===== src/sv/bdds_pkg.sv =====
// Shared constants, types and calendar helpers for the business-day date shifter.
`timescale 1ns / 1ps

package bdds_pkg;

    // Default widths of the year and the signed shift count
    localparam int YEAR_BITS_DEF  = 12;
    localparam int SHIFT_BITS_DEF = 16;

    // Fixed field widths
    localparam int MONTH_BITS = 4;
    localparam int DAY_BITS   = 5;
    localparam int WDAY_BITS  = 3;
    localparam int YDAY_BITS  = 9;

    // Input commands
    localparam logic CMD_LOAD  = 1'b0;
    localparam logic CMD_SHIFT = 1'b1;

    // Month codes
    localparam logic [MONTH_BITS-1:0] MONTH_JAN  = 4'd0;
    localparam logic [MONTH_BITS-1:0] MONTH_FEB  = 4'd1;
    localparam logic [MONTH_BITS-1:0] MONTH_DEC  = 4'd11;
    localparam logic [MONTH_BITS-1:0] NUM_MONTHS = 4'd12;

    // Weekday codes
    localparam logic [WDAY_BITS-1:0] WD_SUN = 3'd0;
    localparam logic [WDAY_BITS-1:0] WD_MON = 3'd1;
    localparam logic [WDAY_BITS-1:0] WD_THU = 3'd4;
    localparam logic [WDAY_BITS-1:0] WD_SAT = 3'd6;

    // Day constants
    localparam logic [DAY_BITS-1:0] DAY_FIRST = 5'd1;
    localparam logic [DAY_BITS-1:0] DAY_LONG  = 5'd31;
    localparam logic [DAY_BITS-1:0] FEB_SHORT = 5'd28;
    localparam logic [DAY_BITS-1:0] FEB_LEAP  = 5'd29;

    // Day-of-year of December 31 in a common year and in a leap year
    localparam logic [YDAY_BITS-1:0] YDAY_LAST_COMMON = 9'd364;
    localparam logic [YDAY_BITS-1:0] YDAY_LAST_LEAP   = 9'd365;

    // Reset date: Thursday, January 1, 1970
    localparam int unsigned RESET_YEAR = 70;

    // Stored year counts from this calendar year
    localparam int unsigned YEAR_BASE = 1900;

    // Divisibility by 25: multiply by the inverse of 25 mod 2^32 and
    // compare against the largest multiple quotient
    localparam logic [31:0] INV25     = 32'hC28F5C29;
    localparam logic [31:0] DIV25_MAX = 32'h0A3D70A3;

    // Month lengths of a common year, January first
    localparam logic [DAY_BITS-1:0] MONTH_LEN [12] = '{
        5'd31, 5'd28, 5'd31, 5'd30, 5'd31, 5'd30,
        5'd31, 5'd31, 5'd30, 5'd31, 5'd30, 5'd31
    };

    // Length of a month; codes past December count as 31-day months
    function automatic logic [DAY_BITS-1:0] days_in(
        input logic [MONTH_BITS-1:0] month,
        input logic                  leap
    );
        logic [DAY_BITS-1:0] len;
        if (month >= NUM_MONTHS) begin
            len = DAY_LONG;
        end else if (month == MONTH_FEB) begin
            len = leap ? FEB_LEAP : FEB_SHORT;
        end else begin
            len = MONTH_LEN[month];
        end
        return len;
    endfunction

    // Controller to datapath commands
    typedef struct packed {
        logic in_ready;   // input channel may take a beat
        logic accept;     // capture the input beat
        logic step;       // move one calendar day
        logic refresh;    // recompute the leap flag for the stored year
        logic out_write;  // copy the date into the output register
    } t_dp_cmd;

    // Datapath to controller status
    typedef struct packed {
        logic in_valid;    // input beat offered
        logic in_load;     // offered beat is a load
        logic in_zero;     // offered shift count is zero
        logic year_cross;  // the pending step crosses a year boundary
        logic step_last;   // the pending step reaches the last business day
        logic left_zero;   // no business days left to pass
        logic out_free;    // output register can take a result
    } t_dp_sts;

endpackage


===== src/sv/bdds_in_if.sv =====
// Input channel of the date shifter: commands and load or shift payload.
`timescale 1ns / 1ps

interface bdds_in_if #(
    parameter int YEAR_BITS  = bdds_pkg::YEAR_BITS_DEF,
    parameter int SHIFT_BITS = bdds_pkg::SHIFT_BITS_DEF
);
    import bdds_pkg::*;

    logic                         valid;
    logic                         ready;
    logic                         command;
    logic [YEAR_BITS-1:0]         load_year;
    logic [MONTH_BITS-1:0]        load_month;
    logic [DAY_BITS-1:0]          load_day;
    logic [WDAY_BITS-1:0]         load_weekday;
    logic [YDAY_BITS-1:0]         load_yearday;
    logic signed [SHIFT_BITS-1:0] day_shift;

    modport source (
        output valid, command, load_year, load_month, load_day,
               load_weekday, load_yearday, day_shift,
        input  ready
    );

    modport sink (
        input  valid, command, load_year, load_month, load_day,
               load_weekday, load_yearday, day_shift,
        output ready
    );

endinterface


===== src/sv/bdds_out_if.sv =====
// Output channel of the date shifter: the resulting date and the wrap flag.
`timescale 1ns / 1ps

interface bdds_out_if #(
    parameter int YEAR_BITS = bdds_pkg::YEAR_BITS_DEF
);
    import bdds_pkg::*;

    logic                  valid;
    logic                  ready;
    logic [YEAR_BITS-1:0]  year;
    logic [MONTH_BITS-1:0] month;
    logic [DAY_BITS-1:0]   day;
    logic [WDAY_BITS-1:0]  weekday;
    logic [YDAY_BITS-1:0]  yearday;
    logic                  year_wrapped;

    modport source (
        output valid, year, month, day, weekday, yearday, year_wrapped,
        input  ready
    );

    modport sink (
        input  valid, year, month, day, weekday, yearday, year_wrapped,
        output ready
    );

endinterface


===== src/sv/bdds_ctrl.sv =====
// Sequencer of the date shifter: accept, day steps, leap refresh, result write.
`timescale 1ns / 1ps

module bdds_ctrl (
    input  logic              i_clk,
    input  logic              i_rst_n,
    input  bdds_pkg::t_dp_sts i_sts,
    output bdds_pkg::t_dp_cmd o_cmd
);
    import bdds_pkg::*;

    typedef enum logic [3:0] {
        ST_IDLE    = 4'b0001,
        ST_STEP    = 4'b0010,
        ST_REFRESH = 4'b0100,
        ST_FINISH  = 4'b1000
    } t_state;

    t_state r_state;
    t_state n_state;

    always_comb begin
        o_cmd   = '0;
        n_state = r_state;
        unique case (r_state)
            ST_IDLE: begin
                o_cmd.in_ready = 1'b1;
                if (i_sts.in_valid) begin
                    o_cmd.accept = 1'b1;
                    if (i_sts.in_load) begin
                        n_state = ST_REFRESH;
                    end else if (i_sts.in_zero) begin
                        n_state = ST_FINISH;
                    end else begin
                        n_state = ST_STEP;
                    end
                end
            end
            ST_STEP: begin
                o_cmd.step = 1'b1;
                // a new year needs its leap flag before the next step
                if (i_sts.year_cross) begin
                    n_state = ST_REFRESH;
                end else if (i_sts.step_last) begin
                    n_state = ST_FINISH;
                end
            end
            ST_REFRESH: begin
                o_cmd.refresh = 1'b1;
                n_state = i_sts.left_zero ? ST_FINISH : ST_STEP;
            end
            ST_FINISH: begin
                // hold until the previous result has been taken
                if (i_sts.out_free) begin
                    o_cmd.out_write = 1'b1;
                    n_state = ST_IDLE;
                end
            end
            default: begin
                n_state = ST_IDLE;
            end
        endcase
    end

    always_ff @(posedge i_clk) begin
        if (!i_rst_n) begin
            r_state <= ST_IDLE;
        end else begin
            r_state <= n_state;
        end
    end

endmodule


===== src/sv/bdds_dp.sv =====
// Datapath of the date shifter: date registers, day step, leap unit, output register.
`timescale 1ns / 1ps

module bdds_dp #(
    parameter int YEAR_BITS  = bdds_pkg::YEAR_BITS_DEF,
    parameter int SHIFT_BITS = bdds_pkg::SHIFT_BITS_DEF
) (
    input  logic              i_clk,
    input  logic              i_rst_n,
    input  bdds_pkg::t_dp_cmd i_cmd,
    output bdds_pkg::t_dp_sts o_sts,
    bdds_in_if.sink           i_in,
    bdds_out_if.source        o_out
);
    import bdds_pkg::*;

    // full calendar year needs one bit more than the larger of year and base
    localparam int FULL_BITS = ((YEAR_BITS > 11) ? YEAR_BITS : 11) + 1;

    // current date
    logic [YEAR_BITS-1:0]  r_year;
    logic [MONTH_BITS-1:0] r_month;
    logic [DAY_BITS-1:0]   r_day;
    logic [WDAY_BITS-1:0]  r_wday;
    logic [YDAY_BITS-1:0]  r_yday;
    logic                  r_leap;     // leap flag of r_year
    logic                  r_yday_fix; // Dec 31 entered backward, yearday awaits leap
    logic [SHIFT_BITS-1:0] r_left;     // business days still to pass
    logic                  r_back;     // shift runs backward
    logic                  r_wrapped;

    // output register
    logic                  r_out_valid;
    logic [YEAR_BITS-1:0]  r_out_year;
    logic [MONTH_BITS-1:0] r_out_month;
    logic [DAY_BITS-1:0]   r_out_day;
    logic [WDAY_BITS-1:0]  r_out_wday;
    logic [YDAY_BITS-1:0]  r_out_yday;
    logic                  r_out_wrapped;

    // next date after one step
    logic [YEAR_BITS-1:0]  n_year;
    logic [MONTH_BITS-1:0] n_month;
    logic [DAY_BITS-1:0]   n_day;
    logic [WDAY_BITS-1:0]  n_wday;
    logic [YDAY_BITS-1:0]  n_yday;

    logic [DAY_BITS-1:0]   w_dim;
    logic                  w_cross;
    logic                  w_wrap;
    logic                  w_business;
    logic                  w_neg;
    logic [SHIFT_BITS-1:0] w_mag;
    logic [FULL_BITS-1:0]  w_full;
    logic [31:0]           w_prod;
    logic                  w_leap;

    // leap unit: Gregorian rule on the full calendar year
    assign w_full = FULL_BITS'(r_year) + FULL_BITS'(YEAR_BASE);
    assign w_prod = 32'(w_full) * INV25;
    // leap = divisible by 4, and either not by 25 or also by 16
    assign w_leap = (w_full[1:0] == 2'b00) && ((w_prod > DIV25_MAX) || (w_full[3:0] == 4'b0000));

    // shift count magnitude
    assign w_neg = i_in.day_shift[SHIFT_BITS-1];
    assign w_mag = w_neg ? $unsigned(-i_in.day_shift) : $unsigned(i_in.day_shift);

    assign w_dim = days_in(r_month, r_leap);

    always_comb begin
        n_year  = r_year;
        n_month = r_month;
        n_day   = r_day;
        n_yday  = r_yday;
        w_cross = 1'b0;
        w_wrap  = 1'b0;
        if (!r_back) begin
            if (r_wday == WD_SAT) begin
                n_wday = WD_SUN;
            end else if (r_wday > WD_SAT) begin
                n_wday = WD_MON;
            end else begin
                n_wday = r_wday + WDAY_BITS'(1);
            end
            if (r_day >= w_dim) begin
                n_day = DAY_FIRST;
                if (r_month >= MONTH_DEC) begin
                    w_cross = 1'b1;
                    w_wrap  = (r_year == {YEAR_BITS{1'b1}});
                    n_year  = r_year + YEAR_BITS'(1);
                    n_month = MONTH_JAN;
                    n_yday  = '0;
                end else begin
                    n_month = r_month + MONTH_BITS'(1);
                    n_yday  = r_yday + YDAY_BITS'(1);
                end
            end else begin
                n_day  = r_day + DAY_BITS'(1);
                n_yday = r_yday + YDAY_BITS'(1);
            end
        end else begin
            if (r_wday == WD_SUN || r_wday > WD_SAT) begin
                n_wday = WD_SAT;
            end else begin
                n_wday = r_wday - WDAY_BITS'(1);
            end
            if (r_day <= DAY_FIRST) begin
                if (r_month == MONTH_JAN) begin
                    w_cross = 1'b1;
                    w_wrap  = (r_year == '0);
                    n_year  = r_year - YEAR_BITS'(1);
                    n_month = MONTH_DEC;
                    n_day   = DAY_LONG;
                    // corrected by the leap refresh of the new year
                    n_yday  = YDAY_LAST_COMMON;
                end else begin
                    n_month = (r_month >= NUM_MONTHS) ? MONTH_DEC : r_month - MONTH_BITS'(1);
                    n_day   = days_in(n_month, r_leap);
                    n_yday  = r_yday - YDAY_BITS'(1);
                end
            end else begin
                n_day  = r_day - DAY_BITS'(1);
                n_yday = r_yday - YDAY_BITS'(1);
            end
        end
        w_business = (n_wday != WD_SUN) && (n_wday != WD_SAT);
    end

    always_ff @(posedge i_clk) begin
        if (!i_rst_n) begin
            r_year      <= YEAR_BITS'(RESET_YEAR);
            r_month     <= MONTH_JAN;
            r_day       <= DAY_FIRST;
            r_wday      <= WD_THU;
            r_yday      <= '0;
            r_leap      <= 1'b0;
            r_yday_fix  <= 1'b0;
            r_left      <= '0;
            r_back      <= 1'b0;
            r_wrapped   <= 1'b0;
            r_out_valid <= 1'b0;
        end else begin
            if (i_cmd.accept) begin
                r_wrapped <= 1'b0;
                if (i_in.command == CMD_LOAD) begin
                    r_year     <= i_in.load_year;
                    r_month    <= i_in.load_month;
                    r_day      <= i_in.load_day;
                    r_wday     <= i_in.load_weekday;
                    r_yday     <= i_in.load_yearday;
                    r_yday_fix <= 1'b0;
                    r_left     <= '0;
                end else begin
                    r_left <= w_mag;
                    r_back <= w_neg;
                end
            end
            if (i_cmd.step) begin
                r_year     <= n_year;
                r_month    <= n_month;
                r_day      <= n_day;
                r_wday     <= n_wday;
                r_yday     <= n_yday;
                r_yday_fix <= w_cross && r_back;
                if (w_business) begin
                    r_left <= r_left - SHIFT_BITS'(1);
                end
                if (w_wrap) begin
                    r_wrapped <= 1'b1;
                end
            end
            if (i_cmd.refresh) begin
                r_leap     <= w_leap;
                r_yday_fix <= 1'b0;
                if (r_yday_fix) begin
                    r_yday <= w_leap ? YDAY_LAST_LEAP : YDAY_LAST_COMMON;
                end
            end
            if (i_cmd.out_write) begin
                r_out_valid <= 1'b1;
            end else if (o_out.ready) begin
                r_out_valid <= 1'b0;
            end
        end
    end

    always_ff @(posedge i_clk) begin
        if (i_cmd.out_write) begin
            r_out_year    <= r_year;
            r_out_month   <= r_month;
            r_out_day     <= r_day;
            r_out_wday    <= r_wday;
            r_out_yday    <= r_yday;
            r_out_wrapped <= r_wrapped;
        end
    end

    assign i_in.ready = i_cmd.in_ready;

    assign o_out.valid        = r_out_valid;
    assign o_out.year         = r_out_year;
    assign o_out.month        = r_out_month;
    assign o_out.day          = r_out_day;
    assign o_out.weekday      = r_out_wday;
    assign o_out.yearday      = r_out_yday;
    assign o_out.year_wrapped = r_out_wrapped;

    assign o_sts.in_valid   = i_in.valid;
    assign o_sts.in_load    = (i_in.command == CMD_LOAD);
    assign o_sts.in_zero    = (i_in.day_shift == '0);
    assign o_sts.year_cross = w_cross;
    assign o_sts.step_last  = w_business && (r_left == SHIFT_BITS'(1));
    assign o_sts.left_zero  = (r_left == '0);
    assign o_sts.out_free   = !r_out_valid || o_out.ready;

endmodule


===== src/sv/business_day_date_shifter.sv =====
// Top level of the business-day date shifter.
`timescale 1ns / 1ps

// Keeps one calendar date (year since 1900, month, day, weekday, day of year).
// A load beat sets the date; a shift beat walks it one calendar day per
// clock, forward or backward, until the signed count of Monday-to-Friday days
// has been passed, stepping over weekends; at each year boundary crossed the
// walk pauses while the leap-year flag is recomputed. Each beat returns one
// result beat with the new date and a flag set when the year wrapped. Items
// are handled one at a time: a load passes through the leap refresh and the
// finish state to the result register; a shift walks about 1.4 calendar days
// per business day, one at a time through the single day-step datapath. A new
// beat is taken while the previous result still waits in the output register.
module business_day_date_shifter #(
    parameter int YEAR_BITS  = bdds_pkg::YEAR_BITS_DEF,
    parameter int SHIFT_BITS = bdds_pkg::SHIFT_BITS_DEF
) (
    input  logic       i_clk,
    input  logic       i_rst_n,
    bdds_in_if.sink    i_in,
    bdds_out_if.source o_out
);
    import bdds_pkg::*;

    t_dp_cmd cmd;
    t_dp_sts sts;

    bdds_ctrl u_ctrl (
        .i_clk   (i_clk),
        .i_rst_n (i_rst_n),
        .i_sts   (sts),
        .o_cmd   (cmd)
    );

    bdds_dp #(
        .YEAR_BITS  (YEAR_BITS),
        .SHIFT_BITS (SHIFT_BITS)
    ) u_dp (
        .i_clk   (i_clk),
        .i_rst_n (i_rst_n),
        .i_cmd   (cmd),
        .o_sts   (sts),
        .i_in    (i_in),
        .o_out   (o_out)
    );

    // busy right after taking a beat
    a_busy_after_accept: assert property (@(posedge i_clk) disable iff (!i_rst_n)
        cmd.accept |=> !i_in.ready)
        else $error("input ready right after an accepted beat");

    // never overwrite a result that has not been taken
    a_no_overwrite: assert property (@(posedge i_clk) disable iff (!i_rst_n)
        cmd.out_write |-> sts.out_free)
        else $error("result register overwritten while still pending");

    // a day step only runs while business days remain
    a_step_has_work: assert property (@(posedge i_clk) disable iff (!i_rst_n)
        cmd.step |-> !sts.left_zero)
        else $error("day step with no business days left");

    // a loaded year gets its leap flag in the next cycle
    a_load_refresh: assert property (@(posedge i_clk) disable iff (!i_rst_n)
        (cmd.accept && sts.in_load) |=> cmd.refresh)
        else $error("load not followed by leap refresh");

endmodule


===== src/flat_wrapper.sv =====
// flat-port wrapper written by rule: the top's interface ports become plain ports
module business_day_date_shifter_flat import bdds_pkg::*;
#(
    parameter int YEAR_BITS  = bdds_pkg::YEAR_BITS_DEF,
    parameter int SHIFT_BITS = bdds_pkg::SHIFT_BITS_DEF
)
  (i_clk, i_rst_n, i_in_valid, i_in_command, i_in_load_year, i_in_load_month, i_in_load_day, i_in_load_weekday, i_in_load_yearday, i_in_day_shift, i_in_ready, o_out_valid, o_out_year, o_out_month, o_out_day, o_out_weekday, o_out_yearday, o_out_year_wrapped, o_out_ready);
  bdds_in_if #(.YEAR_BITS(YEAR_BITS), .SHIFT_BITS(SHIFT_BITS)) i_in_i ();
  bdds_out_if #(.YEAR_BITS(YEAR_BITS)) o_out_i ();
  input  logic i_clk;
  input  logic i_rst_n;
  input wire logic [$bits(i_in_i.valid)-1:0] i_in_valid;
  input wire logic [$bits(i_in_i.command)-1:0] i_in_command;
  input wire logic [$bits(i_in_i.load_year)-1:0] i_in_load_year;
  input wire logic [$bits(i_in_i.load_month)-1:0] i_in_load_month;
  input wire logic [$bits(i_in_i.load_day)-1:0] i_in_load_day;
  input wire logic [$bits(i_in_i.load_weekday)-1:0] i_in_load_weekday;
  input wire logic [$bits(i_in_i.load_yearday)-1:0] i_in_load_yearday;
  input wire logic [$bits(i_in_i.day_shift)-1:0] i_in_day_shift;
  output wire logic [$bits(i_in_i.ready)-1:0] i_in_ready;
  output wire logic [$bits(o_out_i.valid)-1:0] o_out_valid;
  output wire logic [$bits(o_out_i.year)-1:0] o_out_year;
  output wire logic [$bits(o_out_i.month)-1:0] o_out_month;
  output wire logic [$bits(o_out_i.day)-1:0] o_out_day;
  output wire logic [$bits(o_out_i.weekday)-1:0] o_out_weekday;
  output wire logic [$bits(o_out_i.yearday)-1:0] o_out_yearday;
  output wire logic [$bits(o_out_i.year_wrapped)-1:0] o_out_year_wrapped;
  input wire logic [$bits(o_out_i.ready)-1:0] o_out_ready;
  assign i_in_i.valid = i_in_valid;
  assign i_in_i.command = i_in_command;
  assign i_in_i.load_year = i_in_load_year;
  assign i_in_i.load_month = i_in_load_month;
  assign i_in_i.load_day = i_in_load_day;
  assign i_in_i.load_weekday = i_in_load_weekday;
  assign i_in_i.load_yearday = i_in_load_yearday;
  assign i_in_i.day_shift = i_in_day_shift;
  assign i_in_ready = i_in_i.ready;
  assign o_out_valid = o_out_i.valid;
  assign o_out_year = o_out_i.year;
  assign o_out_month = o_out_i.month;
  assign o_out_day = o_out_i.day;
  assign o_out_weekday = o_out_i.weekday;
  assign o_out_yearday = o_out_i.yearday;
  assign o_out_year_wrapped = o_out_i.year_wrapped;
  assign o_out_i.ready = o_out_ready;
  business_day_date_shifter #(.YEAR_BITS(YEAR_BITS), .SHIFT_BITS(SHIFT_BITS)) u_core (.i_clk(i_clk), .i_rst_n(i_rst_n), .i_in(i_in_i), .o_out(o_out_i));
endmodule

===== config.mk =====
export PLATFORM = sky130hd
export DESIGN_NAME = business_day_date_shifter_flat
export DESIGN_NICKNAME = d
export VERILOG_FILES = /design/src/sv/bdds_pkg.sv /design/src/sv/bdds_in_if.sv /design/src/sv/bdds_out_if.sv /design/src/sv/bdds_ctrl.sv /design/src/sv/bdds_dp.sv /design/src/sv/business_day_date_shifter.sv /design/src/flat_wrapper.sv
export SDC_FILE = /design/constraint.sdc
export NUM_CORES = 1
export LEC_CHECK = 0
export ABC_AREA = 1
export BUFFER_PORTS_ARGS = -buffer_cell sky130_fd_sc_hd__buf_2
export CELL_PAD_IN_SITES_DETAIL_PLACEMENT = 1
export CELL_PAD_IN_SITES_GLOBAL_PLACEMENT = 2
export CORE_ASPECT_RATIO = 1.25
export CORE_MARGIN = 10
export CORE_UTILIZATION = 36
export CTS_CLUSTER_DIAMETER = 40
export CTS_CLUSTER_SIZE = 28
export DETAILED_ROUTE_END_ITERATION = 8
export MAX_ROUTING_LAYER = met4
export PLACE_DENSITY = 0.84
export SLEW_MARGIN = 40
export SYNTH_ARGS = -nofsm -noshare
export SYNTH_HDL_FRONTEND = slang
export SYNTH_SLANG_ARGS = --single-unit

===== constraint.sdc =====
create_clock -name i_clk -period 8.05 [get_ports i_clk]
set_input_delay 1.2075 -clock i_clk [delete_from_list [all_inputs] [get_ports i_clk]]
set_output_delay 1.2075 -clock i_clk [all_outputs]
set_load 0.005 [all_outputs]

# == Word-level counts from Yosys, hierarchy flattened ==
# Memories as Yosys holds them, arrays and structs flattened.
# Cells that the tools add are included.
# word_totals
reg_bits,92
rom_bits,160
inputBits,54
output_inout_bits,36
elab_cells,176
mem_count,2
# memory_table
memory,depth,width,read_ports,rd_ports_with_merged_regs,write_ports,line,rtl
(no name shown),16,5,1,0,0,bdds_pkg.sv:70,len = MONTH_LEN[month];
(no name shown),16,5,1,0,0,bdds_pkg.sv:70,
# classes
n_addsub,13
mul,1
order_cmp,9
eq_ne,18
muxes,88
bitwise,3
reduce_logical,24
# ops
op,count
12-bit two-way mux,8
9-bit two-way mux,10
16-bit two-way mux,5
5-bit two-way mux,15
4-bit two-way mux,16
"32-bit by 28-bit greater-than comparator with 1-bit output, second input constant",1
16-bit zero test,2
"13-bit by 32-bit multiplier with 32-bit output, second input constant",1
1-bit two-way mux,25
3-bit two-way mux,7
"16-bit by 1-bit == test with 1-bit output, second input constant",1
16-bit negator,1
4-bit one-hot mux with 4 select lines,1
"16-bit by 1-bit subtractor with 16-bit output, second input constant",1
"3-bit != test, second input constant",5
"12-bit by 11-bit adder with 13-bit output, second input constant",1
"12-bit by 1-bit adder with 12-bit output, second input constant",1
"12-bit == test, second input constant",1
"4-bit by 1-bit == test with 1-bit output, second input constant",3
"4-bit greater-or-equal comparator, second input constant",3
12-bit zero test,1
"12-bit by 1-bit subtractor with 12-bit output, second input constant",1
"5-bit greater-or-equal comparator, second input constant",2
4-bit inverter with 5-bit output,2
other kinds (33),42

# == Logic depth before layout (Yosys ltp) ==
# depth
depth_word,12
depth_mapped,38
mapped_depth_nobuf,37

# == Cells and area by module ==
# From an unflattened synthesis, not the netlist that was laid out.
# hier_totals
hier_cells,1519
hier_area_um2,11335.9
# modules_own_cells
module,n_inst,cells_per_inst,area_per_inst_um2,seq_area_each_um2
bdds_dp,1,1465,10994.3,2102.0
bdds_ctrl,1,54,341.6,80.1

# == Least setup slack after synthesis ==
# No wires, ideal clock.
# synth_path
path_kind,register to register
startpoint,register u_core.u_dp.r_year[2]
endpoint,register u_core.u_dp.r_yday[0]
setup_ns,0.128
t_arrival_ns,5.873
required_time_ns,7.922
setup_slack_ns,2.049
stages_incl_launch_ff,34
path_buffers,1
period_less_slack_ns,6.001
cell_sequence,dfxtp_1 > buf_2 > inv_1 > ha_1 > inv_1 > nand2_1 > nand2_1 > nand2_2 > a21oi_1 > fa_1 > inv_1 > fa_1 > inv_1 > fa_1 > inv_1 > fa_1 > inv_1 > fa_1 > inv_1 > ha_1 > nand2_1 > nor2_1 > inv_1 > nor3_2 > nand3_1 > nand3_1 > xor2_1 > nand2_1 > nor2_1 > nand3_1 > nand2_1 > nand3_1 > nand2_1 > a21oi_1
# synth_between
elab_chain_cells,8
word_cells_on_any_way,9
cone_classes,add/sub: 1; mul: 1; order compare: 1; mux: 3; reduce/logical: 3
# synth_rtl
item,line,rtl
from (decl),bdds_dp.sv:21,logic [YEAR_BITS-1:0] r_year;
from (signal assigned),bdds_dp.sv:131,r_year <= YEAR_BITS'(RESET_YEAR);
from (signal assigned),bdds_dp.sv:146,r_year <= i_in.load_year;
from (signal assigned),bdds_dp.sv:159,r_year <= n_year;
12-bit by 11-bit adder with 13-bit output (*),bdds_dp.sv:59,assign w_full = FULL_BITS'(r_year) + FULL_BITS'(YEAR_BASE);
13-bit by 32-bit multiplier with 32-bit output,bdds_dp.sv:60,assign w_prod = 32'(w_full) * INV25;
32-bit by 28-bit greater-than comparator with 1-bit output,bdds_dp.sv:62,assign w_leap = (w_full[1:0] == 2'b00) && ((w_prod > DIV25_MAX) || (w_full[3:0] == 4'b0000));
1-bit logical OR (*),bdds_dp.sv:62,
1-bit logical AND (*),bdds_dp.sv:62,
1-bit two-way mux (*),bdds_dp.sv:176,r_yday <= w_leap ? YDAY_LAST_LEAP : YDAY_LAST_COMMON;
9-bit two-way mux (*),bdds_dp.sv:175,if (r_yday_fix) begin
9-bit two-way mux (*),bdds_dp.sv:172,if (i_cmd.refresh) begin
to (signal assigned),bdds_dp.sv:150,r_yday <= i_in.load_yearday;
to (signal assigned),bdds_dp.sv:163,r_yday <= n_yday;
to (signal assigned),bdds_dp.sv:176,
to (decl),bdds_dp.sv:25,logic [YDAY_BITS-1:0] r_yday;
# Mark *: on every way between the ends. The rest lies on a longest branch, timed or not.
# A chain may end at the register's enable or synchronous reset.

# == Worst setup path after layout ==
# Ends and elaborated chain as after synthesis.

==> reports/results.ini <==
[clocking]
root_buffer = clkbuf_16
cts_sinks = 92
clk_latency_ps = 360
cts_buffer_depth = 2
cts.htree.levels = 3
clk_pin_slew_ps = 70
cts_resized = 0
tritoncts = yes
ctsHoldBuffers = 0
cts_setup_buffers = 0
numCtsBuffers = 9

[timing]
hold_viol = 0
rsz0062_at_grt = no
finalClockSkew_ps = 5.32
setup_viol = 0
slew_viol_final = 0
setup_tns_ps = 0
worstMarginPinSlew_ps = 770
finalCritPeriodShare_pct = 85.5
slew_headroom_pct = 48.5
period_minus_slack_ps = 6880
fmax_ghz = 0.145

[synth]
synth_edf_count = 34
synth-xor-area-share_pct = 4.04
yosysWarningCount = 0
synth_top_area_share_pct = 15.5
synth-simple-area-share_pct = 20.9
avgSynthCellArea_um2 = 7.43
synthesis.area_um2 = 11300
synth_ff_type = dfxtp_1
ys_seq_area_share_pct = 19.4
yosysTopAreaCell = fa_1
synth.cells.most_frequent = 325 x inv_1, 286 x nand2_1, 130 x ha_1
syn_nets = 1786
synth-adder-area-share_pct = 29.9
synth.most_common_cell = inv_1
synth_cell_types = 59
syn_inst = 1515
synth_top_family_by_area = adder cells
synthMuxAreaShare_pct = 0
synth_top_cells_by_area = fa_1 15%, ha_1 14%, inv_1 11%
async_reset_ff_share_pct = 0
ys_seq_elements = 92
synth-compound-area-share_pct = 13.4

[floorplanning]
die_area_um2 = 38800
start_util_pct = 36.4
num_io_pins = 90
core-area_um2 = 30900
rows = 72
die_h_um = 218
die_w_um = 178

[final_layout]
n_fill_cell = 3944
drive_above_1_share_pct = 9.31
nNetsFinal = 1866
syn_to_final_growth_pct = 10.6
diodes = 0

[drt]
drt-wirelength-per-cell_um = 18.5
num_vias = 10300
ant_nets = 0
dr.first_iter.drc_count = 322
vias_per_cell = 5.13
firstDrtPassIters = 4
drc = 0
wirelength_mm = 37.1

[critical_path]
cp.depth = 30
r2r-start = u_core.u_dp.r_year[2]
crit_slowest_cell = fa_1
path_class = reg2reg
critical-path-top-delay-family = adder cells
rrSetupSlack_ps = 1170
worstRegToRegCells = 30
worst-path-buf-inv = 7
worstReg2RegEnd = u_core.u_dp.r_yday[0]
start_kind = register
end_kind = register
cpPeakStageDelay_ps = 740
cp.arrival_ps = 7120
cp_max_fo = 12
required_ps = 8290

[global_route]
antenna_found_initial = 0
grt_pass1_wl_mm = 59.0
grt_start_max_net_pins = 29
grt_pass1_vias = 11200
gr-total-overflow = 0
track_usage_pct = 19.9

[placed_design]
post-dp-hpwl_mm = 31.4
io_buffers = 89
gp_congestion = 0.930

[worst_hold_path]
holdPathEnd = u_core.u_dp.r_yday_fix
hp-class = reg2reg
min-delay-start = u_core.u_dp.r_yday_fix
whs_path_depth = 2

[job]
cap_violations = 0

[outcome]
status = finished, final reports clean

==> metrics by stage <==
step | instances | utilization, % | setup slack, ps | instance area, µm² | hold slack [ps]
3_3_place_gp | 1990 | 39.2 | 1270 | 12100 | 462
3_5_place_dp | 1991 | 39.3 | 1030 | 12100 | 465
5_1_grt | 2007 | 40.3 | 581 | 12400 | 499
4_1_cts | 2007 | 40.2 | 1010 | 12400 | 483
6_report | 2007 | 40.3 | 1170 | 12400 | 481
2_1_floorplan | 1515 | - | 2050 | 11300 | 403
==> per-layer routing <==
layer / track usage (%) / part of all wire, %
met1: 20.7 / 40
met2: 37.2 / 55
met3: 2.01 / 1.9
met4: 8.15 / 3.7
met5: - / 0
==> cells by family after synthesis <==
family,after synthesis
AND/OR/NAND/NOR,542
buffers and inverters,363
AO/OA/AOI/OAI,250
adder cells (fa/ha/maj),217
flip-flops,92
XOR/XNOR,51
==> registers in the layout, summed over array words and instances (netlist names), 3 cells and up <==
name and flops:
u_core.u_dp.r_day 5, u_core.u_dp.r_left 16, u_core.u_dp.o_out.day 5, u_core.u_dp.o_out.weekday 3, u_core.u_dp.r_wday 3, u_core.u_ctrl.r_state 4
u_core.u_dp.o_out.month 4, u_core.u_dp.r_yday 9, u_core.u_dp.r_month 4, u_core.u_dp.o_out.year 12, u_core.u_dp.o_out.yearday 9, u_core.u_dp.r_year 12
==> layout make-up <==
class	count	area [µm²]	area share [%]
clock buffers	9	225	1.81
clock inverters	7	66.3	0.533
inverters	337	1260	10.2
multi-input cells	1060	7690	61.8
flip-flops and latches	92	2180	17.6
well taps	407	509	4.09
repair buffers	95	498	4.00
==> cells in the final DEF (no fill, tap or decap), types with 16 or more instances in the layout <==
master	instances
xor2_1	36
edfxtp_1	34
nand3_1	77
a21oi_1	89
nand2_1	286
fa_1	87
nor3_1	18
o21ai_0	70
a211oi_1	16
ha_1	130
inv_1	325
buf_2	89
nor2_1	102
dfxtp_1	57
nand4_1	21
==> worst max path at each step <==
stage	from	endpoint	slack (ps)
finish	u_core.u_dp.r_year[2]	u_core.u_dp.r_yday[0]	1170
global route	u_core.u_dp.r_year[2]	u_core.u_dp.r_yday[0]	580
CTS	u_core.u_dp.r_year[2]	u_core.u_dp.r_yday[0]	1010
detailed placement	u_core.u_dp.r_year[2]	u_core.u_dp.r_yday[0]	1030
global placement	u_core.u_dp.r_year[2]	u_core.u_dp.r_yday[0]	1270
floorplan	u_core.u_dp.r_year[2]	u_core.u_dp.r_yday[0]	2050
==> worst min-delay path: stages (launching register included) <==
cell and delay (ps):
dfxtp_1 310, nand2_1 60, a211oi_1 60
Power is left out: the tool's default activity adds up to more than one toggle a clock period on the data nets, which glitch-free logic cannot reach.
